`src/rtl/rpt_pkg.sv`:
```
// shared types and constants of the regex pattern tokenizer
// no dependencies
`timescale 1ns / 1ps

package rpt_pkg;

    typedef enum logic [3:0] {
        PH_IDLE, PH_ESC, PH_GROUP, PH_GROUP_ESC, PH_AFTER_LIT, PH_DASH,
        PH_RANGE_ESC, PH_QUANT, PH_OPT, PH_MIN, PH_MAX_START, PH_MAX
    } phase_t;

    localparam logic [2:0] KIND_LIT    = 3'd0;
    localparam logic [2:0] KIND_ANY    = 3'd1;
    localparam logic [2:0] KIND_END    = 3'd2;
    localparam logic [2:0] KIND_GROUP  = 3'd3;
    localparam logic [2:0] KIND_CHOICE = 3'd4;
    localparam logic [2:0] KIND_RANGE  = 3'd5;

    localparam logic [7:0] CH_CARET  = 8'h5e;
    localparam logic [7:0] CH_DOT    = 8'h2e;
    localparam logic [7:0] CH_DOLLAR = 8'h24;
    localparam logic [7:0] CH_LPAREN = 8'h28;
    localparam logic [7:0] CH_RPAREN = 8'h29;
    localparam logic [7:0] CH_LBRACK = 8'h5b;
    localparam logic [7:0] CH_RBRACK = 8'h5d;
    localparam logic [7:0] CH_DASH   = 8'h2d;
    localparam logic [7:0] CH_SEMI   = 8'h3b;
    localparam logic [7:0] CH_QUEST  = 8'h3f;
    localparam logic [7:0] CH_STAR   = 8'h2a;
    localparam logic [7:0] CH_PLUS   = 8'h2b;
    localparam logic [7:0] CH_BSLASH = 8'h5c;

    // classified character, front to back
    typedef struct packed {
        logic [7:0] ch;
        logic       is_end;
        logic       is_dec;
        logic       is_hex;
        logic [3:0] digit;
    } cls_t;

    function automatic logic dec_f(input logic [7:0] c);
        return (c >= 8'h30) && (c <= 8'h39);
    endfunction

    function automatic logic hex_f(input logic [7:0] c);
        return dec_f(c) || ((c >= 8'h61) && (c <= 8'h66)) || ((c >= 8'h41) && (c <= 8'h46));
    endfunction

endpackage

```
`src/rtl/regex_pattern_tokenizer.sv`:
```
// top level of the regex pattern tokenizer
// depends on rpt_pkg, rpt_front, rpt_queue, rpt_back
`timescale 1ns / 1ps

// Takes one pattern byte per transfer on s_axis (tuser high marks the end of
// the pattern) and returns regex tokens on m_axis, tlast on the last token that
// a pattern's end marker produces, if any. Sustained rate is one byte per
// cycle: the back end consumes a byte each cycle while its two-entry token
// buffer can take the results, and a byte producing two tokens holds the input
// until one drains. Bytes pass the front register and queue, tokens the buffer.
module regex_pattern_tokenizer #(
    parameter int OFFSET_BITS = 16,
    parameter int DEPTH_BITS  = 8,
    parameter int COUNT_BITS  = 16
) (
    input  logic        clk,
    input  logic        rst_n,
    input  logic        s_axis_tvalid,
    output logic        s_axis_tready,
    input  logic [7:0]  s_axis_tdata,  // ch
    input  logic        s_axis_tuser,  // is_end
    output logic        m_axis_tvalid,
    input  logic        m_axis_tready,
    // token_kind, negated, start_offset, token_length, min_count, max_count,
    // unbounded_max, zero pad
    output logic [71:0] m_axis_tdata,
    output logic        m_axis_tlast
);
    logic          f_valid, f_ready, b_valid, b_ready;
    rpt_pkg::cls_t f_data, b_data;
    logic [68:0]   tok;

    rpt_front u_front (
        .clk(clk), .rst_n(rst_n),
        .in_valid(s_axis_tvalid), .in_ready(s_axis_tready),
        .ch(s_axis_tdata), .is_end(s_axis_tuser),
        .q_valid(f_valid), .q_ready(f_ready), .q_data(f_data)
    );

    rpt_queue u_queue (
        .clk(clk), .rst_n(rst_n),
        .wr_valid(f_valid), .wr_ready(f_ready), .wr_data(f_data),
        .rd_valid(b_valid), .rd_ready(b_ready), .rd_data(b_data)
    );

    rpt_back #(
        .OFFSET_BITS(OFFSET_BITS), .DEPTH_BITS(DEPTH_BITS), .COUNT_BITS(COUNT_BITS)
    ) u_back (
        .clk(clk), .rst_n(rst_n),
        .q_valid(b_valid), .q_ready(b_ready), .q_data(b_data),
        .m_valid(m_axis_tvalid), .m_ready(m_axis_tready),
        .m_data(tok), .m_last(m_axis_tlast)
    );

    assign m_axis_tdata = {3'd0, tok};
endmodule

```
`src/rtl/rpt_front.sv`:
```
// front part: input transfer, character classification
// depends on rpt_pkg
`timescale 1ns / 1ps

module rpt_front (
    input  logic              clk,
    input  logic              rst_n,
    input  logic              in_valid,
    output logic              in_ready,
    input  logic [7:0]        ch,
    input  logic              is_end,
    output logic              q_valid,
    input  logic              q_ready,
    output rpt_pkg::cls_t     q_data
);
    logic          valid_reg;
    rpt_pkg::cls_t data_reg;

    assign in_ready = !valid_reg || q_ready;
    assign q_valid  = valid_reg;
    assign q_data   = data_reg;

    always_ff @(posedge clk or negedge rst_n)
    begin
        if (!rst_n)
        begin
            valid_reg <= 1'b0;
        end
        else if (in_ready)
        begin
            valid_reg <= in_valid;
        end
    end

    always_ff @(posedge clk)
    begin
        if (in_ready && in_valid)
        begin
            data_reg.ch     <= ch;
            data_reg.is_end <= is_end;
            data_reg.is_dec <= rpt_pkg::dec_f(ch);
            data_reg.is_hex <= rpt_pkg::hex_f(ch);
            data_reg.digit  <= 4'(ch - 8'h30);
        end
    end
endmodule

```
`src/rtl/rpt_queue.sv`:
```
// short queue between front and back
// depends on rpt_pkg
`timescale 1ns / 1ps

module rpt_queue (
    input  logic          clk,
    input  logic          rst_n,
    input  logic          wr_valid,
    output logic          wr_ready,
    input  rpt_pkg::cls_t wr_data,
    output logic          rd_valid,
    input  logic          rd_ready,
    output rpt_pkg::cls_t rd_data
);
    rpt_pkg::cls_t mem_reg [2];
    logic          wp_reg;
    logic          rp_reg;
    logic [1:0]    cnt_reg;
    logic          wr_en;
    logic          rd_en;

    assign wr_ready = cnt_reg != 2'd2;
    assign rd_valid = cnt_reg != 2'd0;
    assign rd_data  = mem_reg[rp_reg];
    assign wr_en    = wr_valid && wr_ready;
    assign rd_en    = rd_valid && rd_ready;

    always_ff @(posedge clk or negedge rst_n)
    begin
        if (!rst_n)
        begin
            wp_reg  <= 1'b0;
            rp_reg  <= 1'b0;
            cnt_reg <= 2'd0;
        end
        else
        begin
            if (wr_en)
            begin
                wp_reg <= !wp_reg;
            end
            if (rd_en)
            begin
                rp_reg <= !rp_reg;
            end
            cnt_reg <= cnt_reg + {1'b0, wr_en} - {1'b0, rd_en};
        end
    end

    always_ff @(posedge clk)
    begin
        if (wr_en)
        begin
            mem_reg[wp_reg] <= wr_data;
        end
    end
endmodule

```
`src/rtl/rpt_back.sv`:
```
// back part: tokenizer state machine and two-entry result buffer
// depends on rpt_pkg
`timescale 1ns / 1ps

module rpt_back #(
    parameter int OFFSET_BITS = 16,
    parameter int DEPTH_BITS  = 8,
    parameter int COUNT_BITS  = 16
) (
    input  logic          clk,
    input  logic          rst_n,
    input  logic          q_valid,
    output logic          q_ready,
    input  rpt_pkg::cls_t q_data,
    output logic          m_valid,
    input  logic          m_ready,
    output logic [68:0]   m_data,
    output logic          m_last
);
    localparam logic [OFFSET_BITS-1:0] OFF_MAX = '1;
    localparam logic [DEPTH_BITS-1:0]  DEP_MAX = '1;
    localparam logic [COUNT_BITS-1:0]  CNT_MAX = '1;

    typedef struct packed {
        logic [2:0]  kind;
        logic        neg;
        logic [15:0] start;
        logic [15:0] len;
        logic [15:0] mn;
        logic [15:0] mx;
        logic        unb;
        logic        last;
    } tok_t;

    rpt_pkg::phase_t           phase_reg, phase_next;
    logic [OFFSET_BITS-1:0]    pos_reg, pos_next;
    logic [2:0]                kind_reg, kind_next;
    logic                      neg_reg, neg_next;
    logic [OFFSET_BITS-1:0]    start_reg, start_next;
    logic [OFFSET_BITS-1:0]    len_reg, len_next;
    logic [DEPTH_BITS-1:0]     depth_reg, depth_next;
    logic                      hex_reg, hex_next;
    logic [COUNT_BITS-1:0]     acc_reg, acc_next;
    logic [COUNT_BITS-1:0]     min_reg, min_next;
    logic [COUNT_BITS-1:0]     max_reg, max_next;
    logic                      unb_reg, unb_next;

    tok_t       buf_reg [2];
    logic [1:0] cnt_reg;
    logic       rp_reg;
    tok_t       t0, t1;
    logic [1:0] nout;
    logic       take;

    assign q_ready = cnt_reg == 2'd0 || (cnt_reg == 2'd1 && m_ready);
    assign take    = q_valid && q_ready;
    assign m_valid = cnt_reg != 2'd0;
    assign m_data  = {buf_reg[rp_reg].unb, buf_reg[rp_reg].mx, buf_reg[rp_reg].mn,
                      buf_reg[rp_reg].len, buf_reg[rp_reg].start, buf_reg[rp_reg].neg,
                      buf_reg[rp_reg].kind};
    assign m_last  = buf_reg[rp_reg].last;

    function automatic logic [OFFSET_BITS-1:0] sadd(input logic [OFFSET_BITS-1:0] a,
                                                    input logic [1:0] b);
        logic [OFFSET_BITS:0] s;
        s = {1'b0, a} + {{(OFFSET_BITS-1){1'b0}}, b};
        return s[OFFSET_BITS] ? OFF_MAX : s[OFFSET_BITS-1:0];
    endfunction

    function automatic logic [COUNT_BITS-1:0] adig(input logic [COUNT_BITS-1:0] a,
                                                   input logic [3:0] d);
        logic [COUNT_BITS+4:0] v;
        v = {2'b00, a, 3'b000} + {4'b0000, a, 1'b0} + {{(COUNT_BITS+1){1'b0}}, d};
        return (v > {5'd0, CNT_MAX}) ? CNT_MAX : v[COUNT_BITS-1:0];
    endfunction

    function automatic logic [15:0] w16o(input logic [OFFSET_BITS-1:0] v);
        logic [OFFSET_BITS+15:0] e;
        e = {16'd0, v};
        return e[15:0];
    endfunction

    function automatic logic [15:0] w16c(input logic [COUNT_BITS-1:0] v);
        logic [COUNT_BITS+15:0] e;
        e = {16'd0, v};
        return e[15:0];
    endfunction

    always_comb
    begin
        logic [7:0]             c;
        logic                   again;
        logic                   emit;
        logic                   elast;
        logic [OFFSET_BITS-1:0] pos;
        logic [1:0]             n;
        tok_t                   tk;
        c = q_data.ch;
        phase_next = phase_reg;
        pos_next = pos_reg;
        kind_next = kind_reg;
        neg_next = neg_reg;
        start_next = start_reg;
        len_next = len_reg;
        depth_next = depth_reg;
        hex_next = hex_reg;
        acc_next = acc_reg;
        min_next = min_reg;
        max_next = max_reg;
        unb_next = unb_reg;
        t0 = '0;
        t1 = '0;
        n = 2'd0;
        pos = pos_reg;
        again = 1'b0;
        emit = 1'b0;
        elast = 1'b0;
        tk = '0;
        if (q_data.is_end)
        begin
            emit = 1'b1;
            elast = 1'b1;
            case (phase_reg)
                rpt_pkg::PH_IDLE:
                begin
                    emit = 1'b0;
                    if (neg_reg)
                    begin
                        t0 = '{rpt_pkg::KIND_LIT, 1'b1, w16o(pos_reg), 16'd1, 16'd1, 16'd1,
                               1'b0, 1'b1};
                        n = 2'd1;
                    end
                end
                rpt_pkg::PH_ESC:
                begin
                    if (!hex_reg)
                    begin
                        kind_next = rpt_pkg::KIND_END;
                        len_next = OFFSET_BITS'(1);
                    end
                end
                rpt_pkg::PH_DASH:
                begin
                    kind_next = rpt_pkg::KIND_LIT;
                    elast = 1'b0;
                end
                rpt_pkg::PH_RANGE_ESC:
                begin
                    if (!hex_reg)
                    begin
                        len_next = sadd(len_reg, 2'd2);
                    end
                end
                rpt_pkg::PH_MIN:
                begin
                    min_next = acc_reg;
                    max_next = acc_reg;
                end
                rpt_pkg::PH_MAX_START:
                begin
                    unb_next = 1'b1;
                end
                rpt_pkg::PH_MAX:
                begin
                    max_next = acc_reg;
                end
                default:
                begin
                end
            endcase
            if (emit)
            begin
                t0 = '{kind_next, neg_next, w16o(start_next), w16o(len_next), w16c(min_next),
                       w16c(max_next), unb_next, elast};
                n = 2'd1;
                if (phase_reg == rpt_pkg::PH_DASH)
                begin
                    t1 = '{rpt_pkg::KIND_LIT, 1'b0, w16o(pos_reg - OFFSET_BITS'(1)), 16'd1,
                           16'd1, 16'd1, 1'b0, 1'b1};
                    n = 2'd2;
                end
            end
            phase_next = rpt_pkg::PH_IDLE;
            pos_next = '0;
            kind_next = '0;
            neg_next = 1'b0;
            start_next = '0;
            len_next = '0;
            depth_next = '0;
            hex_next = 1'b0;
            acc_next = '0;
            min_next = COUNT_BITS'(1);
            max_next = COUNT_BITS'(1);
            unb_next = 1'b0;
        end
        else
        begin
            pos_next = sadd(pos_reg, 2'd1);
            for (int it = 0; it < 4; it++)
            begin
                if (it == 0 || again)
                begin
                    again = 1'b0;
                    emit = 1'b0;
                    case (phase_next)
                        rpt_pkg::PH_IDLE:
                        begin
                            if (c == rpt_pkg::CH_CARET && !neg_next)
                            begin
                                neg_next = 1'b1;
                            end
                            else
                            begin
                                start_next = pos;
                                case (c)
                                    rpt_pkg::CH_BSLASH:
                                    begin
                                        phase_next = rpt_pkg::PH_ESC;
                                        hex_next = 1'b0;
                                    end
                                    rpt_pkg::CH_DOT:
                                    begin
                                        kind_next = rpt_pkg::KIND_ANY;
                                        len_next = OFFSET_BITS'(1);
                                        phase_next = rpt_pkg::PH_QUANT;
                                    end
                                    rpt_pkg::CH_DOLLAR:
                                    begin
                                        kind_next = rpt_pkg::KIND_END;
                                        len_next = OFFSET_BITS'(1);
                                        phase_next = rpt_pkg::PH_QUANT;
                                    end
                                    rpt_pkg::CH_LPAREN, rpt_pkg::CH_LBRACK:
                                    begin
                                        kind_next = (c == rpt_pkg::CH_LPAREN) ?
                                            rpt_pkg::KIND_GROUP : rpt_pkg::KIND_CHOICE;
                                        start_next = sadd(pos, 2'd1);
                                        len_next = '0;
                                        depth_next = DEPTH_BITS'(1);
                                        phase_next = rpt_pkg::PH_GROUP;
                                    end
                                    default:
                                    begin
                                        kind_next = rpt_pkg::KIND_LIT;
                                        len_next = OFFSET_BITS'(1);
                                        phase_next = rpt_pkg::PH_AFTER_LIT;
                                    end
                                endcase
                            end
                        end
                        rpt_pkg::PH_ESC:
                        begin
                            if (!hex_next)
                            begin
                                len_next = OFFSET_BITS'(2);
                                if (q_data.is_hex)
                                begin
                                    hex_next = 1'b1;
                                end
                                else
                                begin
                                    phase_next = rpt_pkg::PH_AFTER_LIT;
                                end
                            end
                            else if (q_data.is_hex)
                            begin
                                len_next = OFFSET_BITS'(3);
                                phase_next = rpt_pkg::PH_AFTER_LIT;
                            end
                            else
                            begin
                                phase_next = rpt_pkg::PH_AFTER_LIT;
                                again = 1'b1;
                            end
                        end
                        rpt_pkg::PH_GROUP:
                        begin
                            if (c == rpt_pkg::CH_BSLASH)
                            begin
                                len_next = sadd(len_next, 2'd1);
                                phase_next = rpt_pkg::PH_GROUP_ESC;
                            end
                            else if ((kind_next == rpt_pkg::KIND_GROUP &&
                                      c == rpt_pkg::CH_LPAREN) ||
                                     (kind_next != rpt_pkg::KIND_GROUP &&
                                      c == rpt_pkg::CH_LBRACK))
                            begin
                                if (depth_next != DEP_MAX)
                                begin
                                    depth_next = depth_next + DEPTH_BITS'(1);
                                end
                                len_next = sadd(len_next, 2'd1);
                            end
                            else if ((kind_next == rpt_pkg::KIND_GROUP &&
                                      c == rpt_pkg::CH_RPAREN) ||
                                     (kind_next != rpt_pkg::KIND_GROUP &&
                                      c == rpt_pkg::CH_RBRACK))
                            begin
                                if (depth_next <= DEPTH_BITS'(1))
                                begin
                                    depth_next = '0;
                                    phase_next = rpt_pkg::PH_QUANT;
                                end
                                else
                                begin
                                    depth_next = depth_next - DEPTH_BITS'(1);
                                    len_next = sadd(len_next, 2'd1);
                                end
                            end
                            else
                            begin
                                len_next = sadd(len_next, 2'd1);
                            end
                        end
                        rpt_pkg::PH_GROUP_ESC:
                        begin
                            len_next = sadd(len_next, 2'd1);
                            phase_next = rpt_pkg::PH_GROUP;
                        end
                        rpt_pkg::PH_AFTER_LIT:
                        begin
                            if (c == rpt_pkg::CH_DASH)
                            begin
                                kind_next = rpt_pkg::KIND_RANGE;
                                phase_next = rpt_pkg::PH_DASH;
                            end
                            else
                            begin
                                phase_next = rpt_pkg::PH_QUANT;
                                again = 1'b1;
                            end
                        end
                        rpt_pkg::PH_DASH:
                        begin
                            if (c == rpt_pkg::CH_BSLASH)
                            begin
                                phase_next = rpt_pkg::PH_RANGE_ESC;
                                hex_next = 1'b0;
                            end
                            else
                            begin
                                len_next = sadd(len_next, 2'd2);
                                phase_next = rpt_pkg::PH_QUANT;
                            end
                        end
                        rpt_pkg::PH_RANGE_ESC:
                        begin
                            if (!hex_next)
                            begin
                                len_next = sadd(len_next, 2'd3);
                                if (q_data.is_hex)
                                begin
                                    hex_next = 1'b1;
                                end
                                else
                                begin
                                    phase_next = rpt_pkg::PH_QUANT;
                                end
                            end
                            else if (q_data.is_hex)
                            begin
                                len_next = sadd(len_next, 2'd1);
                                phase_next = rpt_pkg::PH_QUANT;
                            end
                            else
                            begin
                                phase_next = rpt_pkg::PH_QUANT;
                                again = 1'b1;
                            end
                        end
                        rpt_pkg::PH_QUANT:
                        begin
                            if (c == rpt_pkg::CH_SEMI)
                            begin
                                emit = 1'b1;
                            end
                            else if (c == rpt_pkg::CH_QUEST)
                            begin
                                min_next = '0;
                                phase_next = rpt_pkg::PH_OPT;
                            end
                            else if (q_data.is_dec)
                            begin
                                acc_next = adig('0, q_data.digit);
                                phase_next = rpt_pkg::PH_MIN;
                            end
                            else if (c == rpt_pkg::CH_STAR || c == rpt_pkg::CH_PLUS)
                            begin
                                if (c == rpt_pkg::CH_STAR)
                                begin
                                    min_next = '0;
                                end
                                phase_next = rpt_pkg::PH_MAX_START;
                            end
                            else
                            begin
                                emit = 1'b1;
                                again = 1'b1;
                            end
                        end
                        rpt_pkg::PH_OPT:
                        begin
                            emit = 1'b1;
                            again = c != rpt_pkg::CH_SEMI;
                        end
                        rpt_pkg::PH_MIN:
                        begin
                            if (q_data.is_dec)
                            begin
                                acc_next = adig(acc_next, q_data.digit);
                            end
                            else if (c == rpt_pkg::CH_STAR || c == rpt_pkg::CH_PLUS)
                            begin
                                min_next = acc_next;
                                phase_next = rpt_pkg::PH_MAX_START;
                            end
                            else
                            begin
                                min_next = acc_next;
                                max_next = acc_next;
                                emit = 1'b1;
                                again = c != rpt_pkg::CH_SEMI;
                            end
                        end
                        rpt_pkg::PH_MAX_START:
                        begin
                            if (q_data.is_dec)
                            begin
                                acc_next = adig('0, q_data.digit);
                                phase_next = rpt_pkg::PH_MAX;
                            end
                            else
                            begin
                                unb_next = 1'b1;
                                emit = 1'b1;
                                again = c != rpt_pkg::CH_SEMI;
                            end
                        end
                        rpt_pkg::PH_MAX:
                        begin
                            if (q_data.is_dec)
                            begin
                                acc_next = adig(acc_next, q_data.digit);
                            end
                            else
                            begin
                                max_next = acc_next;
                                emit = 1'b1;
                                again = c != rpt_pkg::CH_SEMI;
                            end
                        end
                        default:
                        begin
                            phase_next = rpt_pkg::PH_IDLE;
                            again = 1'b1;
                        end
                    endcase
                    if (emit)
                    begin
                        tk = '{kind_next, neg_next, w16o(start_next), w16o(len_next),
                               w16c(min_next), w16c(max_next), unb_next, 1'b0};
                        if (n == 2'd0)
                        begin
                            t0 = tk;
                        end
                        else
                        begin
                            t1 = tk;
                        end
                        n = n + 2'd1;
                        phase_next = rpt_pkg::PH_IDLE;
                        kind_next = '0;
                        neg_next = 1'b0;
                        start_next = '0;
                        len_next = '0;
                        depth_next = '0;
                        hex_next = 1'b0;
                        acc_next = '0;
                        min_next = COUNT_BITS'(1);
                        max_next = COUNT_BITS'(1);
                        unb_next = 1'b0;
                    end
                end
            end
        end
        nout = n;
    end

    always_ff @(posedge clk or negedge rst_n)
    begin
        if (!rst_n)
        begin
            phase_reg <= rpt_pkg::PH_IDLE;
            pos_reg <= '0;
            kind_reg <= '0;
            neg_reg <= 1'b0;
            start_reg <= '0;
            len_reg <= '0;
            depth_reg <= '0;
            hex_reg <= 1'b0;
            acc_reg <= '0;
            min_reg <= COUNT_BITS'(1);
            max_reg <= COUNT_BITS'(1);
            unb_reg <= 1'b0;
            cnt_reg <= 2'd0;
            rp_reg <= 1'b0;
        end
        else
        begin
            if (take)
            begin
                phase_reg <= phase_next;
                pos_reg <= pos_next;
                kind_reg <= kind_next;
                neg_reg <= neg_next;
                start_reg <= start_next;
                len_reg <= len_next;
                depth_reg <= depth_next;
                hex_reg <= hex_next;
                acc_reg <= acc_next;
                min_reg <= min_next;
                max_reg <= max_next;
                unb_reg <= unb_next;
            end
            if (take)
            begin
                cnt_reg <= cnt_reg - {1'b0, m_valid && m_ready} + nout;
                rp_reg <= 1'b0;
            end
            else if (m_valid && m_ready)
            begin
                cnt_reg <= cnt_reg - 2'd1;
                rp_reg <= !rp_reg;
            end
        end
    end

    always_ff @(posedge clk)
    begin
        if (take)
        begin
            buf_reg[0] <= t0;
            buf_reg[1] <= t1;
        end
    end
endmodule

```
`config.mk`:
```
export PLATFORM = sky130hd
export DESIGN_NAME = regex_pattern_tokenizer
export DESIGN_NICKNAME = d
export VERILOG_FILES = /design/src/rtl/rpt_pkg.sv /design/src/rtl/regex_pattern_tokenizer.sv /design/src/rtl/rpt_front.sv /design/src/rtl/rpt_queue.sv /design/src/rtl/rpt_back.sv
export SDC_FILE = /design/constraint.sdc
export NUM_CORES = 2
export LEC_CHECK = 0
export BUFFER_PORTS_ARGS = -buffer_cell sky130_fd_sc_hd__buf_2
export CAP_MARGIN = 30
export CORE_ASPECT_RATIO = 1.5
export CORE_UTILIZATION = 40
export DETAILED_ROUTE_END_ITERATION = 8
export GPL_TIMING_DRIVEN = 0
export SLEW_MARGIN = 25
export SYNTH_ARGS = -nofsm -noshare
export SYNTH_HDL_FRONTEND = slang
export SYNTH_SLANG_ARGS = --single-unit
```
`constraint.sdc`:
```
create_clock -name clk -period 15.32 [get_ports clk]
set_input_delay 1.532 -clock clk [delete_from_list [all_inputs] [get_ports clk]]
set_output_delay 1.532 -clock clk [all_outputs]
set_load 0.1 [all_outputs]
```
* Word level (Yosys, flattened, before mapping)
Memory sizes are Yosys's and may differ from the RTL's.
Cells that the tools add are included.
** Cells by class
- Div/mod/pow operators :: 0
- Multiplexer cells :: 512
- Eq/ne operators :: 72
- Multipliers :: 0
- Reductions and logical operators :: 81
- Bitwise operators :: 0
- Order comparisons :: 15
- Add/sub/neg operators :: 39
- Shift operators :: 0
** Operators by type and width (count)
- 2-to-1 mux 16 bit :: 184
- 2-to-1 mux 70 bit :: 24
- one-hot mux 16 bit (2 select lines) :: 13
- one-hot mux 16 bit (6 select lines) :: 4
- 2-to-1 mux 8 bit :: 39
- 2-to-1 mux 4 bit :: 71
- one-hot mux 16 bit (3 select lines) :: 4
- one-hot mux 4 bit (11 select lines) :: 4
- adder 16 x 2 -> 17 bit (second input constant) :: 8
- 2-to-1 mux 1 bit :: 104
- adder 16 x 1 -> 17 bit (second input constant) :: 5
- adder 21 x 4 -> 21 bit :: 4
- > comparator 21 x 16 -> 1 bit (second input constant) :: 4
- adder 19 x 17 -> 20 bit :: 4
- == test 8 x 6 -> 1 bit (second input constant) :: 9
- 2-to-1 mux 67 bit :: 1
- 2-to-1 mux 3 bit :: 22
- 2-to-1 mux 66 bit :: 1
- == test 4 x 3 -> 1 bit (second input constant) :: 16
- == test 4 bit (second input constant) :: 16
- one-hot mux 8 bit (2 select lines) :: 4
- one-hot mux 3 bit (4 select lines) :: 4
- OR reduction 2 bit :: 18
- adder 8 x 1 -> 8 bit (second input constant) :: 4
- other kinds (36) :: 152
** Storage, ports and cells
- Bits in latches :: 0
- Memories kept :: 2
- RAM bits :: 170
- Register bits :: 137
- Output and inout bits :: 75
- ROM bits :: 0
** Memory list
- u_back.buf_reg :: depth 2, width 70, rd ports 1, clocked after memory_dff 0, write ports 2, RTL line rpt_back.sv:48 : tok_t buf_reg [2];
- u_queue.mem_reg :: depth 2, width 15, rd ports 1, clocked after memory_dff 0, write ports 1, RTL line rpt_queue.sv:15 : rpt_pkg::cls_t mem_reg [2];

* Logic depth before layout (Yosys ltp)
An unclocked memory read counts as a cell.
- Depth in word-level cells :: 42
- Depth in mapped cells :: 58
- Depth with buffers taken out :: 55

* Cells and area by module
From an unflattened synthesis, not the netlist that was laid out.
** Second synthesis, totals
- Cells, all modules :: 3478
- Area, all modules :: 28040.6 um^2
** By module, submodules not included
- rpt_back :: sequential area each 7134.3 um^2, cells each 3377, times used 1, area an instance 26238.9 um^2
- rpt_queue :: sequential area each 1001.0 um^2, cells each 69, times used 1, area an instance 1313.8 um^2
- rpt_front :: sequential area each 355.3 um^2, cells each 28, times used 1, area an instance 461.7 um^2
- regex_pattern_tokenizer :: sequential area each 0.0 um^2, cells each 4, times used 1, area an instance 26.3 um^2

* Least setup slack after synthesis
Ideal clock, no wire load.
- Path type :: register to register
- Start :: reg u_queue.rp_reg
- End :: reg u_back.acc_reg[2]
- Stages on the path, launching flop included :: 55
- Path slack :: 3757 ps
- Arrival time :: 11442 ps
- Data required time :: 15199 ps
- Path buffers :: 6
- Setup time :: 121 ps
- Cell sequence :: dfrtp_1 buf_6 buf_4 buf_4 buf_2 buf_2 mux2i_1 inv_1 ha_1 a21o_1 a21oi_1 nor3_1 nand4_1 or4_1 nor4_1 o21ai_1 clkbuf_1 o21ai_0 (+19 left out) ha_1 a21o_1 a21oi_1 o21bai_1 a21oi_1 o21bai_1 a211o_1 a2111oi_0 nor2_1 xnor2_1 or4_1 mux2i_1 nand3_1 o311ai_0 a221oi_1 a211oi_1 o221ai_1 a22o_1
** On the way
- Word-level cells in the longest chain between the ends :: 38
- Elaborated cells between the ends (all ways) :: 288
- Classes of those cells :: add/sub: 9; order compare: 7; eq/ne: 46; mux: 185; reduce/logical: 40; memory: 1
** Ends and longest elaborated chain
- start, declared :: RTL line rpt_queue.sv:17 : logic rp_reg;
- start signal, assigned :: RTL line rpt_queue.sv:44 : rp_reg <= !rp_reg;
- memory read (2 x 15 bit) (*)
- parallel branches: the longest is 36 deep, another holds adder 21 x 4 -> 21 bit
- 2-to-1 mux 16 bit (*) :: RTL line rpt_back.sv:119 : if (q_data.is_end)
- end signal, assigned :: RTL line rpt_back.sv:520 : acc_reg <= acc_next;
- end, declared :: RTL line rpt_back.sv:43 : logic [COUNT_BITS-1:0] acc_reg, acc_next;
Every way passes the cells marked *. The select of a mux whose other input is x is not followed.
A chain may end at the register's enable or synchronous reset.

* Worst setup path after layout
Ends and elaborated chain as after synthesis.

==> flow_summary.yaml <==
outcome:
  status: "complete, but fails checks"
  violations: "design-rule violations"
clocking:
  cts_sinks: 295
  cts_tree: "built"
  htree_levels: 2
  holdBufCountCts: 0
  clk_pin_slew_worst_paths_ns: 0.07
  insertion_delay_ns: 0.61
  cts_root_buffer: "clkbuf_16"
  clock_path_buffers: 3
  numCtsBuffers: 34
floorplanning:
  fp.dieArea_sq_um: 71900
  start_util_pct: 40.4
  die_width_um: 219
  rows: 119
  coreArea_sq_um: 70100
  fp.dieH_um: 328
  ios: 88
synthesis:
  yosysMostFrequentCell: "nand2_1"
  synth.top_cell.area_share_pct: 18.3
  synth_cells: 3586
  avgSynthCellArea_sq_um: 7.90
  synth_area_sq_um: 28300
  ys.warnings.count: 0
  ys_ff_latch: 295
  synthTopCellsByCount: "nand2_1, a21oi_1, nor2_1"
  yosysUniqueCellTypes: 120
  ys_seq_area_share_pct: 29.1
  yosysTopAreaCell: "edfxtp_1"
  async_flop_share_pct: 41.4
  ys.flop_type: "edfxtp_1"
  synth_edf_count: 173
  synthTopCellsByArea: "edfxtp_1, dfrtp_1, a21oi_1"
final_layout:
  nFillCells: 7204
  fin_util_pct: 45.1
  nets: 3841
  largest_register_ffs: 140
  syn2layout_area_growth_pct: 11.6
  layout-drive-gt1-share_pct: 10.6
  instances_no_fill: 4677
power:
  p_sw_share_pct: 61.5
  finalPower_mw: 7.42
  p_int_mw: 2.86
  p_per_area_nw_per_um2: 235
  power.share.clock_pct: 11.9
  ir_drop_uv: 300
  p_leak_nw: 11.7
  pwr-share-seq_pct: 17.1
  comb_power_share_pct: 70.9
  p_switching_mw: 4.56
min_path:
  hold_end: "u_queue.mem_reg[1][12]"
  hold_depth: 0
  worstHoldStart: "u_front.q_data[12]"
  hp-class: "flip-flop to flip-flop"
global_route:
  grt_max_degree: 73
  grt_use_total_pct: 40.4
  grt_pass1_wl_um: 212000
  grt-ovfl-total: 0
  antenna_found_initial: 7
  grt_pass1_vias: 30800
setup_path:
  path_max_fanout: 10
  cp.arrival_ns: 14.88
  rrSetupSlack_ns: 0.92
  reg2reg_depth: 55
  cp-end-kind: "flip-flop"
  path_class: "flip-flop to flip-flop"
  r2r-end: "u_back.acc_reg[2]"
  timing.rr.start: "u_queue.rp_reg"
  crit_path_top_delay_cell: "a2111oi_1"
  setup.worst_path.start_class: "flip-flop"
  cp.required_ns: 15.80
  cp_slowest_stage_delay_ns: 0.58
timing:
  tightest_slew_ns: 1.11
  fmax_ghz: 0.0694
  setup_ws_ns: 0.917
  period_share_pct: 94.0
  setup_viol: 0
  finalHoldViolations: 0
  max-slew-margin-rel_pct: 25.1
  slew_violations: 0
  tns_ns: 0
  fin_crit_ns: 14.40
  rsz0062_at_grt: "no"
  clock_skew_ns: 0.0373
routing:
  dr_total_vias: 32600
  drt_iter0_drc: 4691
  wirelength_um: 148000
  drc: 2
  postRouteAntennaNets: 0
  via_per_inst: 6.98
  dr.pass1.iters: 9
  wl_per_cell_um: 31.6
place:
  gp_congestion: 1.05
  hpwl_um: 113000
  dp_slack_ns: 0.135
  dp.cells: 4602
  io_buffer_count: 84
flow_run:
  max_cap_violations: 0
-- cell type report --
cell class / count / area [sq um] / share of cell area (%)
multi-input cells: 2943 / 18800 / 59.6
inverters: 94 / 353 / 1.12
diodes: 3 / 7.51 / 0.0238
repair buffers: 118 / 793 / 2.51
well taps: 907 / 1130 / 3.59
flip-flops and latches: 295 / 8250 / 26.1
clock buffers: 41 / 897 / 2.84
clock inverters: 21 / 268 / 0.847
plain buffers: 255 / 1060 / 3.36
-- critical path: cells and delay by family (launching register included) --
| kind | cells | cell delay [ns] |
|---|---|---|
| compound gates | 26 | 6.57 |
| xor+xnor | 1 | 0.17 |
| fa+ha+maj | 3 | 0.92 |
| buf+inv | 8 | 1.96 |
| flops | 1 | 0.34 |
| mux | 2 | 0.87 |
| simple gates | 15 | 3.46 |
-- power groups by stage --
stage | Clock [mW] | Combinational [mW] | Sequential [mW]
after global routing | 0.919 | 5.42 | 1.29
after detailed placement | 0 | 5.00 | 1.28
after global placement | 0 | 4.93 | 1.33
after CTS | 0.893 | 5.02 | 1.27
final | 0.887 | 5.27 | 1.27
after floorplan | 0 | 3.36 | 1.27
-- through the flow --
stage	hold slack [ns]	cell area, sq um
floorplan	0.421	28300
global route	0.453	31600
finish	0.446	31600
CTS	0.444	31500
detailed placement	0.430	30300
global placement	0.424	29900
-- how the worst max path moves through the flow --
| stage | startpoint | endpoint | cells after the start |
|---|---|---|---|
| after floorplan | u_queue.rp_reg | u_back.acc_reg[2] | 54 |
| after global placement | u_queue.rp_reg | u_back.acc_reg[2] | 49 |
| after detailed placement | u_queue.rp_reg | u_back.acc_reg[2] | 50 |
| after CTS | u_queue.rp_reg | u_back.acc_reg[2] | 50 |
| after global routing | u_queue.rp_reg | u_back.acc_reg[2] | 55 |
| final | u_queue.rp_reg | u_back.acc_reg[2] | 55 |
-- routing by layer --
metal	global-route usage [%]	routed length (um)	part of all wire, %
met4	35.4	16000	11
met2	64.9	67100	45
met5	0	47	0.032
met3	9.96	14100	9.6
met1	44.0	50600	34
-- kinds of logic after synthesis --
family	synth area share, %
xor+xnor	3.21
flops	29.1
buf+inv	4.95
mux	6.20
simple gates	20.5
compound gates	31.9
other cells	0.0132
fa+ha+maj	4.04
-- placed cells by master (no fill, tap or decap), types with 29 or more instances in the layout --
cell       synthesis  final
nand2_1          369    369
a21oi_1          352    352
nor2_1           332    326
o21ai_0          297    295
clkbuf_1         206    200
edfxtp_1         173    173
dfrtp_1          120    120
o22ai_1          112    112
buf_2             16    106
nand3_1          100    100
inv_1             91     91
mux2_2            81     81
ha_1              81     81
mux2i_1           82     80
nor3_1            84     78
xnor2_1           75     75
a31oi_1           75     74
a22oi_1           65     65
a22o_1            61     61
and2_1            40     40
and3_1            37     37
a211oi_1          39     37
nor4_1            35     35
clkbuf_16          0     34
a21o_1            33     33
nand4_1           31     31
xor2_1            29     29
o21a_1            29     29
-- repair_timing --
action	CTS	global route
setup endpoints to repair	0	3
setup buffers	0	0
resized for setup	0	6
Power figures use the tool's default switching activity.
